## src/macp_pkg.sv

```systemverilog
// Package for the MAC address text parser.
// Holds the parse state and result types, character constants and the hex digit decoder.
// Has no dependencies.
package macp_pkg;

  localparam logic [7:0] CharColon = 8'h3A;
  localparam logic [7:0] CharSpace = 8'h20;
  localparam logic [2:0] LastGroup = 3'd5;
  localparam logic [1:0] MaxDigits = 2'd2;

  localparam logic StatusOk  = 1'b0;
  localparam logic StatusErr = 1'b1;

  typedef struct packed {
    logic [2:0]  group_index;
    logic [1:0]  digit_count;
    logic [7:0]  group_value;
    logic [39:0] leading_bytes;
    logic        decided;
  } parse_state_t;

  localparam parse_state_t StateReset = '{
    group_index:   3'd0,
    digit_count:   2'd0,
    group_value:   8'd0,
    leading_bytes: 40'd0,
    decided:       1'b1
  };

  typedef struct packed {
    logic        valid;
    logic [47:0] mac;
    logic        status;
  } parse_result_t;

  typedef struct packed {
    logic       valid;
    logic [3:0] value;
  } hex_digit_t;

  function automatic hex_digit_t hex_digit(input logic [7:0] c);
    hex_digit_t d;
    logic [7:0] off;
    d.valid = 1'b0;
    d.value = 4'd0;
    off     = 8'd0;
    if (c >= 8'h30 && c <= 8'h39) begin
      off     = c - 8'h30;
      d.valid = 1'b1;
      d.value = off[3:0];
    end else if (c >= 8'h41 && c <= 8'h46) begin
      off     = c - 8'h37;
      d.valid = 1'b1;
      d.value = off[3:0];
    end else if (c >= 8'h61 && c <= 8'h66) begin
      off     = c - 8'h57;
      d.valid = 1'b1;
      d.value = off[3:0];
    end
    return d;
  endfunction

endpackage

```

## src/macp_if.sv

```systemverilog
// Valid/ready channel interfaces for the MAC address text parser.
// Depends on nothing; the payload widths are fixed by the text and address formats.
interface macp_in_if;
  logic       valid;
  logic       ready;
  logic [7:0] text_byte;
  logic       start_req;

  modport source (output valid, output text_byte, output start_req, input ready);
  modport sink   (input valid, input text_byte, input start_req, output ready);
endinterface

interface macp_out_if;
  logic        valid;
  logic        ready;
  logic [47:0] mac;
  logic        status;

  modport source (output valid, output mac, output status, input ready);
  modport sink   (input valid, input mac, input status, output ready);
endinterface

```

## src/macp_step.sv

```systemverilog
// Next-state and result logic for one text byte of the MAC address parser.
// Depends on macp_pkg.
module macp_step (
  input  logic [7:0]            text_byte_i,
  input  logic                  start_req_i,
  input  macp_pkg::parse_state_t state_i,
  output macp_pkg::parse_state_t state_o,
  output macp_pkg::parse_result_t result_o
);
  import macp_pkg::*;

  parse_state_t cur;
  hex_digit_t   dig;

  always_comb begin
    cur = state_i;
    if (start_req_i) begin
      cur = '0;
    end
    dig      = hex_digit(text_byte_i);
    state_o  = cur;
    result_o = '{valid: 1'b0, mac: 48'd0, status: StatusOk};

    if (!start_req_i && state_i.decided) begin
      state_o = state_i;
    end else if (dig.valid) begin
      if (cur.digit_count >= MaxDigits) begin
        state_o.decided = 1'b1;
        result_o = '{valid: 1'b1, mac: 48'd0, status: StatusErr};
      end else begin
        state_o.group_value = {cur.group_value[3:0], dig.value};
        state_o.digit_count = cur.digit_count + 2'd1;
      end
    end else if (cur.digit_count == 2'd0) begin
      state_o.decided = 1'b1;
      result_o = '{valid: 1'b1, mac: 48'd0, status: StatusErr};
    end else if (cur.group_index < LastGroup) begin
      if (text_byte_i != CharColon) begin
        state_o.decided = 1'b1;
        result_o = '{valid: 1'b1, mac: 48'd0, status: StatusErr};
      end else begin
        state_o.leading_bytes = {cur.leading_bytes[31:0], cur.group_value};
        state_o.group_index   = cur.group_index + 3'd1;
        state_o.digit_count   = 2'd0;
        state_o.group_value   = 8'd0;
      end
    end else if (text_byte_i <= CharSpace) begin
      state_o.decided = 1'b1;
      result_o = '{valid: 1'b1, mac: {cur.leading_bytes, cur.group_value}, status: StatusOk};
    end else begin
      state_o.decided = 1'b1;
      result_o = '{valid: 1'b1, mac: 48'd0, status: StatusErr};
    end
  end

endmodule

```

## src/mac_address_text_parser.sv

```systemverilog
// Top level of the MAC address text parser: input register, parse state, result register.
// Depends on macp_pkg, macp_in_if, macp_out_if and macp_step.
//
//   Channel  Dir  Payload                      Transaction
//   in_i     in   text_byte[7:0], start_req    one character of the address text
//   out_o    out  mac[47:0], status            one parse decision (success or error)
//
// A character is registered when it is accepted and parsed from there into the result
// register; one character per cycle while the result register is empty or being emptied.
// Reset leaves the parser waiting for a character with start_req set.
// A stalled result holds its register; characters that give no result keep flowing
// as long as the result register is empty or being emptied.
module mac_address_text_parser (
  input logic          clk_i,
  input logic          rst_ni,
  macp_in_if.sink      in_i,
  macp_out_if.source   out_o
);
  import macp_pkg::*;

  logic          s1_valid_q;
  logic [7:0]    s1_byte_q;
  logic          s1_start_q;
  parse_state_t  state_q;
  parse_state_t  state_d;
  parse_result_t res;
  logic          out_valid_q;
  logic [47:0]   out_mac_q;
  logic          out_status_q;
  logic          slot_free;
  logic          s1_take;

  assign slot_free = !out_valid_q || out_o.ready;
  assign s1_take   = s1_valid_q && slot_free;
  assign in_i.ready = !s1_valid_q || slot_free;

  macp_step u_step (
    .text_byte_i (s1_byte_q),
    .start_req_i (s1_start_q),
    .state_i     (state_q),
    .state_o     (state_d),
    .result_o    (res)
  );

  always_ff @(posedge clk_i or negedge rst_ni) begin
    if (!rst_ni) begin
      s1_valid_q <= 1'b0;
    end else if (in_i.ready) begin
      s1_valid_q <= in_i.valid;
    end
  end

  always_ff @(posedge clk_i) begin
    if (in_i.ready && in_i.valid) begin
      s1_byte_q  <= in_i.text_byte;
      s1_start_q <= in_i.start_req;
    end
  end

  always_ff @(posedge clk_i or negedge rst_ni) begin
    if (!rst_ni) begin
      state_q <= StateReset;
    end else if (s1_take) begin
      state_q <= state_d;
    end
  end

  always_ff @(posedge clk_i or negedge rst_ni) begin
    if (!rst_ni) begin
      out_valid_q <= 1'b0;
    end else if (slot_free) begin
      out_valid_q <= s1_valid_q && res.valid;
    end
  end

  always_ff @(posedge clk_i) begin
    if (s1_take && res.valid) begin
      out_mac_q    <= res.mac;
      out_status_q <= res.status;
    end
  end

  assign out_o.valid  = out_valid_q;
  assign out_o.mac    = out_mac_q;
  assign out_o.status = out_status_q;

  a_err_mac_zero : assert property (@(posedge clk_i) disable iff (!rst_ni)
    (out_valid_q && out_status_q == StatusErr) |-> out_mac_q == 48'd0)
    else $error("Error result carries a nonzero address.");

  a_result_decides : assert property (@(posedge clk_i) disable iff (!rst_ni)
    (s1_take && res.valid) |=> state_q.decided)
    else $error("Parser did not settle after giving a result.");

  a_digit_count : assert property (@(posedge clk_i) disable iff (!rst_ni)
    state_q.digit_count <= MaxDigits)
    else $error("Digit count exceeds two.");

  a_group_index : assert property (@(posedge clk_i) disable iff (!rst_ni)
    state_q.group_index <= LastGroup)
    else $error("Group index beyond the last group.");

endmodule
```

## src/flat_wrapper.sv

```systemverilog
// flat-port wrapper written by rule: the top's interface ports become plain ports
module mac_address_text_parser_flat import macp_pkg::*;
  (clk_i, rst_ni, in_i_valid, in_i_text_byte, in_i_start_req, in_i_ready, out_o_valid, out_o_mac, out_o_status, out_o_ready);
  macp_in_if in_i_i ();
  macp_out_if out_o_i ();
  input logic clk_i;
  input logic rst_ni;
  input wire logic [$bits(in_i_i.valid)-1:0] in_i_valid;
  input wire logic [$bits(in_i_i.text_byte)-1:0] in_i_text_byte;
  input wire logic [$bits(in_i_i.start_req)-1:0] in_i_start_req;
  output wire logic [$bits(in_i_i.ready)-1:0] in_i_ready;
  output wire logic [$bits(out_o_i.valid)-1:0] out_o_valid;
  output wire logic [$bits(out_o_i.mac)-1:0] out_o_mac;
  output wire logic [$bits(out_o_i.status)-1:0] out_o_status;
  input wire logic [$bits(out_o_i.ready)-1:0] out_o_ready;
  assign in_i_i.valid = in_i_valid;
  assign in_i_i.text_byte = in_i_text_byte;
  assign in_i_i.start_req = in_i_start_req;
  assign in_i_ready = in_i_i.ready;
  assign out_o_valid = out_o_i.valid;
  assign out_o_mac = out_o_i.mac;
  assign out_o_status = out_o_i.status;
  assign out_o_i.ready = out_o_ready;
  mac_address_text_parser u_core (.clk_i(clk_i), .rst_ni(rst_ni), .in_i(in_i_i), .out_o(out_o_i));
endmodule
```

## config.mk

```make
export PLATFORM = sky130hd
export DESIGN_NAME = mac_address_text_parser_flat
export DESIGN_NICKNAME = d
export VERILOG_FILES = /design/src/macp_pkg.sv /design/src/macp_if.sv /design/src/macp_step.sv /design/src/mac_address_text_parser.sv /design/src/flat_wrapper.sv
export SDC_FILE = /design/constraint.sdc
export NUM_CORES = 1
export LEC_CHECK = 0
export BUFFER_PORTS_ARGS = -buffer_cell sky130_fd_sc_hd__buf_2
export CAP_MARGIN = 30
export CORE_MARGIN = 2
export CORE_UTILIZATION = 50
export DETAILED_ROUTE_END_ITERATION = 10
export PLACE_DENSITY = 0.81
export SYNTH_ARGS = -nofsm -noshare
export SYNTH_HDL_FRONTEND = slang
export SYNTH_SLANG_ARGS = --single-unit
```

## constraint.sdc

```tcl
create_clock -name clk_i -period 4.6 [get_ports clk_i]
set_input_delay 0.92 -clock clk_i [delete_from_list [all_inputs] [get_ports clk_i]]
set_output_delay 0.92 -clock clk_i [all_outputs]
set_load 0.02 [all_outputs]
```

Word-level counts from Yosys, hierarchy flattened
Cells that the tools add are included.
{"block": "totals", "ramBits": 0, "latch_bits": 0, "ff_bits": 114, "rom_bits": 0, "memories": 0, "wordCells": 65}
{"block": "classes", "div_mod_pow": 0, "bitwise_logic": 1, "reduce_logical": 15, "n_mul": 0, "n_shift": 0, "n_eq_ne": 1, "add_sub_neg": 5, "mux": 23, "order_cmp": 9}
{"cell": "50-bit 2-to-1 mux", "n": 6}
{"cell": "53-bit 2-to-1 mux", "n": 3}
{"cell": "54-bit 2-to-1 mux", "n": 1}
{"cell": "49-bit 2-to-1 mux", "n": 1}
{"cell": "40-bit 2-to-1 mux", "n": 1}
{"cell": "10-bit 2-to-1 mux", "n": 2}
{"cell": "8-bit by 7-bit greater-or-equal comparator with 1-bit output (second input constant)", "n": 2}
{"cell": "8-bit by 6-bit <= comparator with 1-bit output (second input constant)", "n": 2}
{"cell": "8-bit by 7-bit <= comparator with 1-bit output (second input constant)", "n": 2}
{"cell": "5-bit 2-to-1 mux", "n": 3}
{"cell": "8-bit by 6-bit greater-or-equal comparator with 1-bit output (second input constant)", "n": 1}
{"cell": "1-bit logical AND", "n": 8}
{"cell": "8-bit by 6-bit != test with 1-bit output (second input constant)", "n": 1}
{"cell": "4-bit by 3-bit subtractor with 4-bit output (second input constant)", "n": 2}
{"cell": "1-bit 2-to-1 mux", "n": 5}
{"cell": "4-bit by 1-bit subtractor with 4-bit output (second input constant)", "n": 1}
{"cell": "3-bit by 1-bit adder with 3-bit output (second input constant)", "n": 1}
{"cell": "1-bit logical NOT", "n": 3}
{"cell": "3-bit < comparator (second input constant)", "n": 1}
{"cell": "3-bit 2-to-1 mux", "n": 1}
{"cell": "2-bit by 1-bit adder with 2-bit output (second input constant)", "n": 1}
{"cell": "2-bit greater-or-equal comparator (second input constant)", "n": 1}
{"cell": "2-bit logical NOT", "n": 1}
{"cell": "1-bit logical OR", "n": 2}
{"cell": "other kinds (2)", "n": 2}

Logic depth before layout (Yosys ltp)
Gate-level depths: netlist of run 1.
{"block": "depth", "ltp_word": 8, "depth_mapped": 9, "depth_no_buf": 7}

Cells and area by module
A second synthesis of run 1 with hierarchy kept.
{"block": "hier_totals", "cells_unflattened": 477, "area_unflattened_um2": 5629.1}
{"mod": "mac_address_text_parser", "n_inst": 1, "cells_each": 182, "seq_area_each_um2": 3144.3, "area_each_um2": 4055.1}
{"mod": "macp_step", "n_inst": 1, "cells_each": 295, "seq_area_each_um2": 0.0, "area_each_um2": 1574.0}

Worst setup path after synthesis of run 1
Ideal clock, no wire load.
{"block": "synth_path", "path_kind": "input port to flip-flop", "startpoint": "input out_o_ready", "endpoint": "register u_core.out_mac_q[0], in the netlist u_core.out_o.mac[0], enable pin", "setup_ns": 0.456, "t_required_ns": 4.144, "arrival_ns": 3.689, "slack_ns": 0.455, "cell_stages": 5, "cell_sequence": "nand2b_1 > nand3_1 > clkbuf_1 > clkbuf_1 > nor2_1"}
{"block": "synth_between", "elab_chain_cells": 3}
{"item": "start: declaration", "line": "flat_wrapper.sv:15", "source": "input wire logic [$bits(out_o_i.ready)-1:0] out_o_ready;"}
{"item": "1-bit logical OR", "line": "mac_address_text_parser.sv:33", "source": "assign slot_free = !out_valid_q || out_o.ready;"}
{"item": "1-bit logical AND", "line": "mac_address_text_parser.sv:34", "source": "assign s1_take = s1_valid_q && slot_free;"}
{"item": "1-bit logical AND", "line": "mac_address_text_parser.sv:77", "source": "if (s1_take && res.valid) begin"}
{"item": "end signal: assignment", "line": "mac_address_text_parser.sv:78", "source": "out_mac_q <= res.mac;"}
{"item": "end: declaration", "line": "mac_address_text_parser.sv:28", "source": "logic [47:0] out_mac_q;"}
No other way between the ends.
A chain may end at the register's enable or synchronous reset.

Worst setup path in the final report of run 1
{"block": "layout_path", "startpoint": "register u_core.s1_byte_q[0]", "endpoint": "register u_core.out_mac_q[43], in the netlist u_core.out_o.mac[43], enable pin"}
{"block": "layout_between", "elab_chain_cells": 8, "word_cells_on_any_way": 19, "cone_classes": "order compare (6); eq/ne (1); mux (8); reduce/logical (4)"}
{"item": "start: declaration", "line": "mac_address_text_parser.sv:22", "source": "logic [7:0] s1_byte_q;"}
{"item": "start signal: assignment", "line": "mac_address_text_parser.sv:55", "source": "s1_byte_q <= in_i.text_byte;"}
{"item": "8-bit by 7-bit greater-or-equal comparator with 1-bit output / 8-bit by 7-bit <= comparator with 1-bit output (equally long branches)", "line": "macp_pkg.sv:55", "source": "end else if (c >= 8'h61 && c <= 8'h66) begin"}
{"item": "1-bit logical AND", "line": "macp_pkg.sv:55"}
{"item": "5-bit 2-to-1 mux", "line": "macp_pkg.sv:55"}
{"item": "5-bit 2-to-1 mux", "line": "macp_pkg.sv:51", "source": "end else if (c >= 8'h41 && c <= 8'h46) begin"}
{"item": "5-bit 2-to-1 mux", "line": "macp_pkg.sv:47", "source": "if (c >= 8'h30 && c <= 8'h39) begin"}
{"item": "50-bit 2-to-1 mux (*)", "line": "macp_step.sv:26", "source": "end else if (dig.valid) begin"}
{"item": "50-bit 2-to-1 mux (*)", "line": "macp_step.sv:24", "source": "if (!start_req_i && state_i.decided) begin"}
{"item": "1-bit logical AND (*)", "line": "mac_address_text_parser.sv:77"}
Mark *: on every way between the ends. The rest lies on a longest branch, timed or not.

==> summary.md, run 1 <==
| Metric | Value |
|---|---|
| Arrival time worst endpoint | 3.52 ns |
| Yosys warnings | 0 |
| Tot GR Track Use | 21.53% |
| Max clock buf depth | 2 |
| Tightest Pin Transition | 0.8769 ns |
| Post-DR wirelength/cell | 17.10 um |
| CTS buffer count | 17 |
| CTS Hold Buffers Added | 0 |
| Initial DRC count | 390 |
| Register area share after synthesis | 60.94% |
| Share of post-route cells with drive strength above 1 | 22.87% |
| RePlAce Congestion | 0.8553 |
| Clk_lat worst skew | 0.53 ns |
| Status | finished clean |
| Period minus WS final | 3.337 ns |
| Post-CTS resize count | 0 |
| Finished Core Util | 60.23% |
| Total chip power | 0.003841 W |
| Post-synthesis average cell area | 11.24 um2 |
| Via count | 3916 |
| Initial antenna violation count | 0 |
| DRC | 0 |
| Mapped Nets | 477 |
| Syn Inst Count | 459 |
| ANT nets after route | 0 |
| # IOs | 64 |
| Max cap viols | 0 |
| Pleak | 2.555 nW |
| P&R area growth vs syn | 18.89% |
| Die Span X | 105.6 um |
| Layout Cells excl Fill | 665 |
| WP buf/inv | 2 |
| Htree depth | 4 |
| Final Slew Violations | 0 |
| Critical Path RT | 4.78 ns |
| Slew margin rel. | 41.47% |
| Power Density | 626.2 nW/um2 |
| Ant. Diodes | 0 |
| FF+latch count, synth | 114 |
| Hold WC Path Type | register to register |
| Met1 Use GR | 28.39% |
| CP Max Fanout | 30 |
| Slowest CP cell | nor2_4 |
| Worst-path clk slew | 0.06 ns |
| Clock skew | 0.009170 ns |
| Post-DP HPWL | 6.894 mm |
| Met2 Track Usage GR | 34.61% |
| Delay-heaviest family, CP | compound AO/OA/AOI/OAI gates |
| Setup TNS | 0 ns |
| PortBufs | 63 |
| Netlist cell types | 50 |
| Max Clk Rate | 0.2997 GHz |
| DR vias/cell | 5.889 |
| Mapped cell area | 5160 um2 |
| Setup Crit Path Kind | register to register |
| Grt peak-use layer | met2 |
| Crit-path cells | inv_1 > ha_1 > nor2_1 > o211ai_1 > a21o_2 > mux2i_1 > nor2_4 > buf_4 |
| Die H | 105.6 um |
| Grt met3 use | 5.318% |
| Largest net degree at the start of global routing | 57 |
| Clock sinks | 114 |
| Die area | 11150 um2 |
| DRT Pass-1 Iters | 5 |
| Core Area | 10180 um2 |
| Initial core utilization | 50.66% |
| Final Hold Vio Count | 0 |
| Number of global-route vias before repair | 3779 |
| Post-CTS setup buffers | 0 |
| FP Rows | 37 |
| Final WL | 11.37 mm |
| Overflow after GRT | 0 |
| RSZ-0062 raised after global routing | false |
| Clk root buf | clkbuf_8 |
| Fin nets | 534 |
| CP startpoint kind | register |
| CTS tree | yes |
| First-pass GRT wire length | 18.86 mm |
| Placed Cells | 633 |
| Post-synth EDFFs | 58 |
| Ys async rst share | 49.12% |
| VDD IR max | 0.3963 mV |
| Primary FF master, synth | edfxtp_1 |
| Final worst-path cycle share | 72.53% |
| Final Setup Violations | 0 |
| Critical path's largest stage delay | 0.53 ns |
| Setup crit end kind | register |
-- final timing paths --
check	slack (ns)	startpoint	to	depth (start not counted)
setup / recovery	1.26	u_core.s1_byte_q[0]	u_core.out_o.mac[43]	8
min in group asynchronous	0.53	rst_ni	u_core.state_q[38]	2
setup reg to reg	1.26	u_core.s1_byte_q[0]	u_core.out_o.mac[43]	8
hold reg to reg	0.50	u_core.state_q[26]	u_core.state_q[26]	2
hold / removal	0.50	u_core.state_q[26]	u_core.state_q[26]	2
max in group asynchronous	3.59	rst_ni	u_core.state_q[42]	2
-- layer usage --
metal / vias to the layer above / share of wire, %
li1: 1803 / -
met1: 1900 / 41
met2: 175 / 49
met3: 38 / 6.8
met4: 0 / 2.8
met5: - / 0
-- Yosys cell counts (2+ instances only) --
library cell  instances  share of area [%]
a21oi_2               2               0.34
a22o_1                2               0.34
a22oi_1               3               0.44
a32oi_1               5               0.85
and2_1               11                1.3
and3_1                3               0.36
buf_2                 8               0.78
buf_6                 3               0.65
clkbuf_1             21                1.5
dfrtp_1              55                 27
edfxtp_1             58                 34
ha_1                  5                1.2
inv_1                41                3.0
nand2_1              51                3.7
nand2b_1             13                1.6
nand3_1              37                3.6
nand3b_1              2               0.29
nand4b_1              3               0.51
nor2_1                9               0.65
nor2b_1               4               0.48
nor3_1               41                4.0
o21ai_0              10               0.97
o21ai_2               7                1.2
o221ai_1              9                1.5
o311ai_1             29                4.9
o311ai_2              2               0.63
o31ai_1               2               0.29
-- final cells by class --
| cell class | count | area (um2) |
|---|---|---|
| clock buffer | 20 | 435.4 |
| timing repair buffer | 71 | 375.4 |
| fill | 813 | 4050 |
| multi-input combinational | 271 | 1722 |
| inverter | 41 | 153.9 |
| tap | 136 | 170.2 |
| sequential | 114 | 3144 |
| clock inverter | 12 | 133.9 |
-- worst register-to-register path: stages (launching register included) --
cell and delay [ns]:
edfxtp_1 0.47, inv_1 0.17, ha_1 0.18, nor2_1 0.06
o211ai_1 0.38, a21o_2 0.47, mux2i_1 0.23, nor2_4 0.53
buf_4 0.46
-- layout by cell type (no fill, tap or decap), types with 4 or more instances in the layout --
cell type,n
a32oi_1,5
and2_1,11
buf_2,63
buf_4,8
clkbuf_16,16
clkinvlp_4,5
dfrtp_1,55
edfxtp_1,58
ha_1,5
inv_1,41
nand2_1,51
nand2b_1,13
nand3_1,36
nor2_1,8
nor2b_1,4
nor3_1,41
o21ai_0,10
o21ai_2,7
o221ai_1,9
o311ai_1,29
-- registers in the layout, summed over array words and instances (netlist names) --
| name | flops |
|---|---|
| u_core.s1_start_q | 1 |
| u_core.s1_byte_q | 8 |
| u_core.out_o.valid | 1 |
| u_core.state_q | 54 |
| u_core.out_o.mac | 48 |
| u_core.s1_valid_q | 1 |
| u_core.out_o.status | 1 |
-- through the flow --
step | hold slack (ns) | cell area [um2] | setup WS, ns
5_1_grt | 0.5158 | 6135 | 0.9981
3_3_place_gp | 0.4802 | 5565 | 1.496
3_5_place_dp | 0.4888 | 5565 | 1.350
4_1_cts | 0.5010 | 6135 | 1.260
6_report | 0.4987 | 6135 | 1.263
2_1_floorplan | 0.4684 | 5160 | 0.4552
-- cells by family after synthesis --
group           after synthesis  synth area share, %
compound gates               84                13.60
xor+xnor                      1               0.1698
fa+ha+maj                     5                1.212
buf+inv                      74                6.086
flops                       114                60.94
mux                           2               0.6304
simple gates                179                17.36
-- power breakdown --
group / leakage [nW] / switching, W / internal [W]
registers: 1.21 / 0.000279 / 0.00142
logic: 1.08 / 0.000587 / 0.000309
clock network: 0.264 / 0.000462 / 0.000784
Note: power is estimated with default switching activity, not from simulation.
==> run 2: changes to the inputs <==
- ABC_AREA: unset -> 1
- PLACE_DENSITY: 0.81 -> 0.83
- clock period: 4.6 -> 2.9 ns (I/O delays scaled with it)
==> run 2 against run 1 <==
Final cell count grew 41%. Register-to-register slack lost 0.74 ns. Final area grew 12%. Clock power grew 45%. Critical path type unchanged.
==> summary.md, run 2 <==
| Metric | Value |
|---|---|
| Status | finished clean |
| Max Clk Rate | 0.4216 GHz (+41%) |
| Initial antenna violation count | 0 (unchanged) |
| Period minus WS final | 2.372 ns (-0.9645 ns) |
| CP startpoint kind | register |
| Tot GR Track Use | 21.65% (+0.12 points) |
| Post-DR wirelength/cell | 13.63 um (-20%) |
| Clock sinks | 114 (unchanged) |
| Tightest Pin Transition | 0.8178 ns (-0.05909 ns) |
| Die Span X | 112.7 um (+6.8%) |
| CTS tree | yes |
| Ant. Diodes | 0 (unchanged) |
| Clk root buf | clkbuf_16 |
| Register area | 3144 um2 (unchanged) |
| Initial DRC count | 459 (+18%) |
| Primary FF master, synth | edfxtp_1 |
| # IOs | 64 (unchanged) |
| Syn Inst Count | 728 (+59%) |
| P&R area growth vs syn | 15.86% |
| Via count | 4906 (+25%) |
| Setup TNS | 0 ns (unchanged) |
| Max FFs per register | 54 (unchanged) |
| Final worst-path cycle share | 81.80% (+9.3 points) |
| Post-CTS setup buffers | 0 (unchanged) |
| Die area | 12700 um2 (+14%) |
| Ys async rst share | 49.12% (unchanged) |
| Multi-input logic area | 2111 um2 (+23%) |
| Pleak | 3.457 nW (+35%) |
| Largest family of logic cells by synthesized area | simple AND/OR/NAND/NOR gates |
| Setup Crit Path Kind | register to register |
| Biggest register | u_core.state_q |
| DRC | 0 (unchanged) |
| Post-synth top area cell | edfxtp_1 |
| Commonest non-fill, non-tap cells in the layout | nand2_1, inv_1, nand3_1 |
| Compound-Gate Fraction of Synth Area | 3.028% (-11 points) |
| Synth cell count leaders | nand2_1, inv_1, nand3_1 |
| Arrival time worst endpoint | 2.47 ns (-1.05 ns) |
| Setup crit end kind | register |
| DRT Pass-1 Iters | 6 (+1) |
| Post-DP HPWL | 7.979 mm (+16%) |
| Clock skew | 0.007169 ns (-0.002002 ns) |
| Synth Area in XOR/XNOR | 0.1482% (-0.022 points) |
| Overflow after GRT | 0 (unchanged) |
| VDD IR max | 0.5749 mV (+45%) |
| Mux contribution to synthesized area | 0% (-0.63 points) |
| Post-CTS resize count | 0 (unchanged) |
| Worst-path clk slew | 0.05 ns (about the same) |
| DR vias/cell | 5.225 (-11%) |
| Synth Area in Simple Gates | 31.25% (+14 points) |
| Area contributors post-synth | edfxtp_1, dfrtp_1, nand2_1 |
| Slew margin rel. | 45.48% (+4.0 points) |
| FP Rows | 39 (+5.4%) |
| Final WL | 12.80 mm (+13%) |
| Most numerous cell in the Yosys netlist | nand2_1 |
| Hold WC Path Type | primary input to async pin |
| Critical Path RT | 3.00 ns (-1.78 ns) |
| Power Density | 887.3 nW/um2 (+42%) |
| RSZ-0062 raised after global routing | false |
| Share of post-route cells with drive strength above 1 | 16.46% (-6.4 points) |
| Post-synthesis average cell area | 8.117 um2 (-28%) |
| CTS buffer count | 17 (unchanged) |
| Die H | 112.7 um (+6.8%) |
| Htree depth | 4 (unchanged) |
| Commonest non-fill, non-tap cell in the layout | nand2_1 |
| Mapped Nets | 746 (+56%) |
| Core Area | 11470 um2 (+13%) |
| Final Setup Violations | 0 (unchanged) |
| PortBufs | 63 (unchanged) |
| Top cell type's share of synthesized area | 29.47% (-4.3 points) |
| Fillcell total | 992 (+22%) |
| ANT nets after route | 0 (unchanged) |
| Post-synthesis adder-cell area fraction | 1.059% (-0.15 points) |
| Yosys warnings | 0 (unchanged) |
| CTS Hold Buffers Added | 0 (unchanged) |
| Final Hold Vio Count | 0 (unchanged) |
| Largest net degree at the start of global routing | 75 (+32%) |
| Max clock buf depth | 2 (unchanged) |
| First-pass GRT wire length | 21.87 mm (+16%) |
| Finished Core Util | 59.71% (-0.53 points) |
| Final Slew Violations | 0 (unchanged) |
| Initial core utilization | 51.53% (+0.87 points) |
| Max cap viols | 0 (unchanged) |
| CP Max Fanout | 17 (-43%) |
| FF+latch count, synth | 114 (unchanged) |
| Fin nets | 801 (+50%) |
| Number of global-route vias before repair | 4620 (+22%) |
| Netlist cell types | 32 (-36%) |
| Post-synth EDFFs | 58 (unchanged) |
| Register area share after synthesis | 53.21% (-7.7 points) |
| Mapped cell area | 5909 um2 (+15%) |
| Clk_lat worst skew | 0.41 ns (-0.12 ns) |
| RePlAce Congestion | 0.8780 (+2.7%) |
run 2: cell types whose count changed in the layout (fill, tap and decap cells not counted), sizes merged, moves of 6 or more:
cell and change:
o221ai -9, inv +74, a21oi +7, nor3 -9
nor2 +72, a31oi +6, and2 -11, o311ai -32
nand2 +155, nand2b -13, nand3 +56
run 2: cells by family after synthesis:
kind of cell    after synthesis
fa+ha+maj                     5
compound gates               32
simple gates                417
flops                       114
xor+xnor                      1
buf+inv                     159
run 2: layer usage:
metal / GRT usage [%] / vias up / wire length [um]
li1: - / 2397 / -
met1: 29.26 / 2276 / 5592
met2: 33.17 / 193 / 5973
met3: 5.303 / 40 / 828
met4: 10.16 / 0 / 403
met5: 0 / - / 0
run 2: layout make-up:
type / count / area share (%)
multi-input combinational: 455 / 30.83
timing repair buffer: 76 / 6.579
tap: 143 / 2.613
clock buffer: 25 / 6.944
inverter: 119 / 6.579
sequential: 114 / 45.92
clock inverter: 7 / 0.5300
run 2: worst max-delay path: stages (launching register included):
cell and delay (ns):
edfxtp_1 0.47, inv_1 0.15, ha_1 0.16, inv_1 0.05, nor2_1 0.10, nand2_1 0.07
nand2_2 0.10, nand2_4 0.08, nand2_1 0.12, inv_2 0.09, nor2_1 0.19, o21ai_2 0.11
clkinvlp_4 0.10, buf_4 0.26
run 2: report_power, final:
| group | internal [W] | total, W | switching (W) |
|---|---|---|---|
| Sequential | 0.00221 | 0.00236 | 0.000145 |
| Clock | 0.00112 | 0.00181 | 0.000684 |
| Combinational | 0.000549 | 0.00191 | 0.00136 |
| Total | 0.00388 | 0.00607 | 0.00219 |
run 2: through the flow:
stage | instance area, um2 | power [W] | std cells | setup WS (ns) | hold slack [ns]
after floorplan | 5917 | 0.003781 | 728 | 0.08542 | 0.2844
after global placement | 6335 | 0.004213 | 907 | 0.5729 | 0.4632
after detailed placement | 6335 | 0.004271 | 907 | 0.5280 | 0.4663
after CTS | 6847 | 0.006091 | 939 | 0.5192 | 0.3316
after global routing | 6847 | 0.006491 | 939 | 0.2896 | 0.3265
final | 6847 | 0.006075 | 939 | 0.5279 | 0.3223
run 2: final timing paths:
check	slack, ns	start	cells past startpoint	endpoint
max in group asynchronous	2.08	rst_ni	2	u_core.state_q[18]
min in group clk_i	0.34	in_i_start_req	1	u_core.s1_start_q
hold / removal	0.32	rst_ni	2	u_core.state_q[38]
hold reg to reg	0.48	u_core.state_q[39]	2	u_core.state_q[39]
setup / recovery	0.53	u_core.s1_byte_q[1]	13	u_core.out_o.mac[20]
setup reg to reg	0.53	u_core.s1_byte_q[1]	13	u_core.out_o.mac[20]
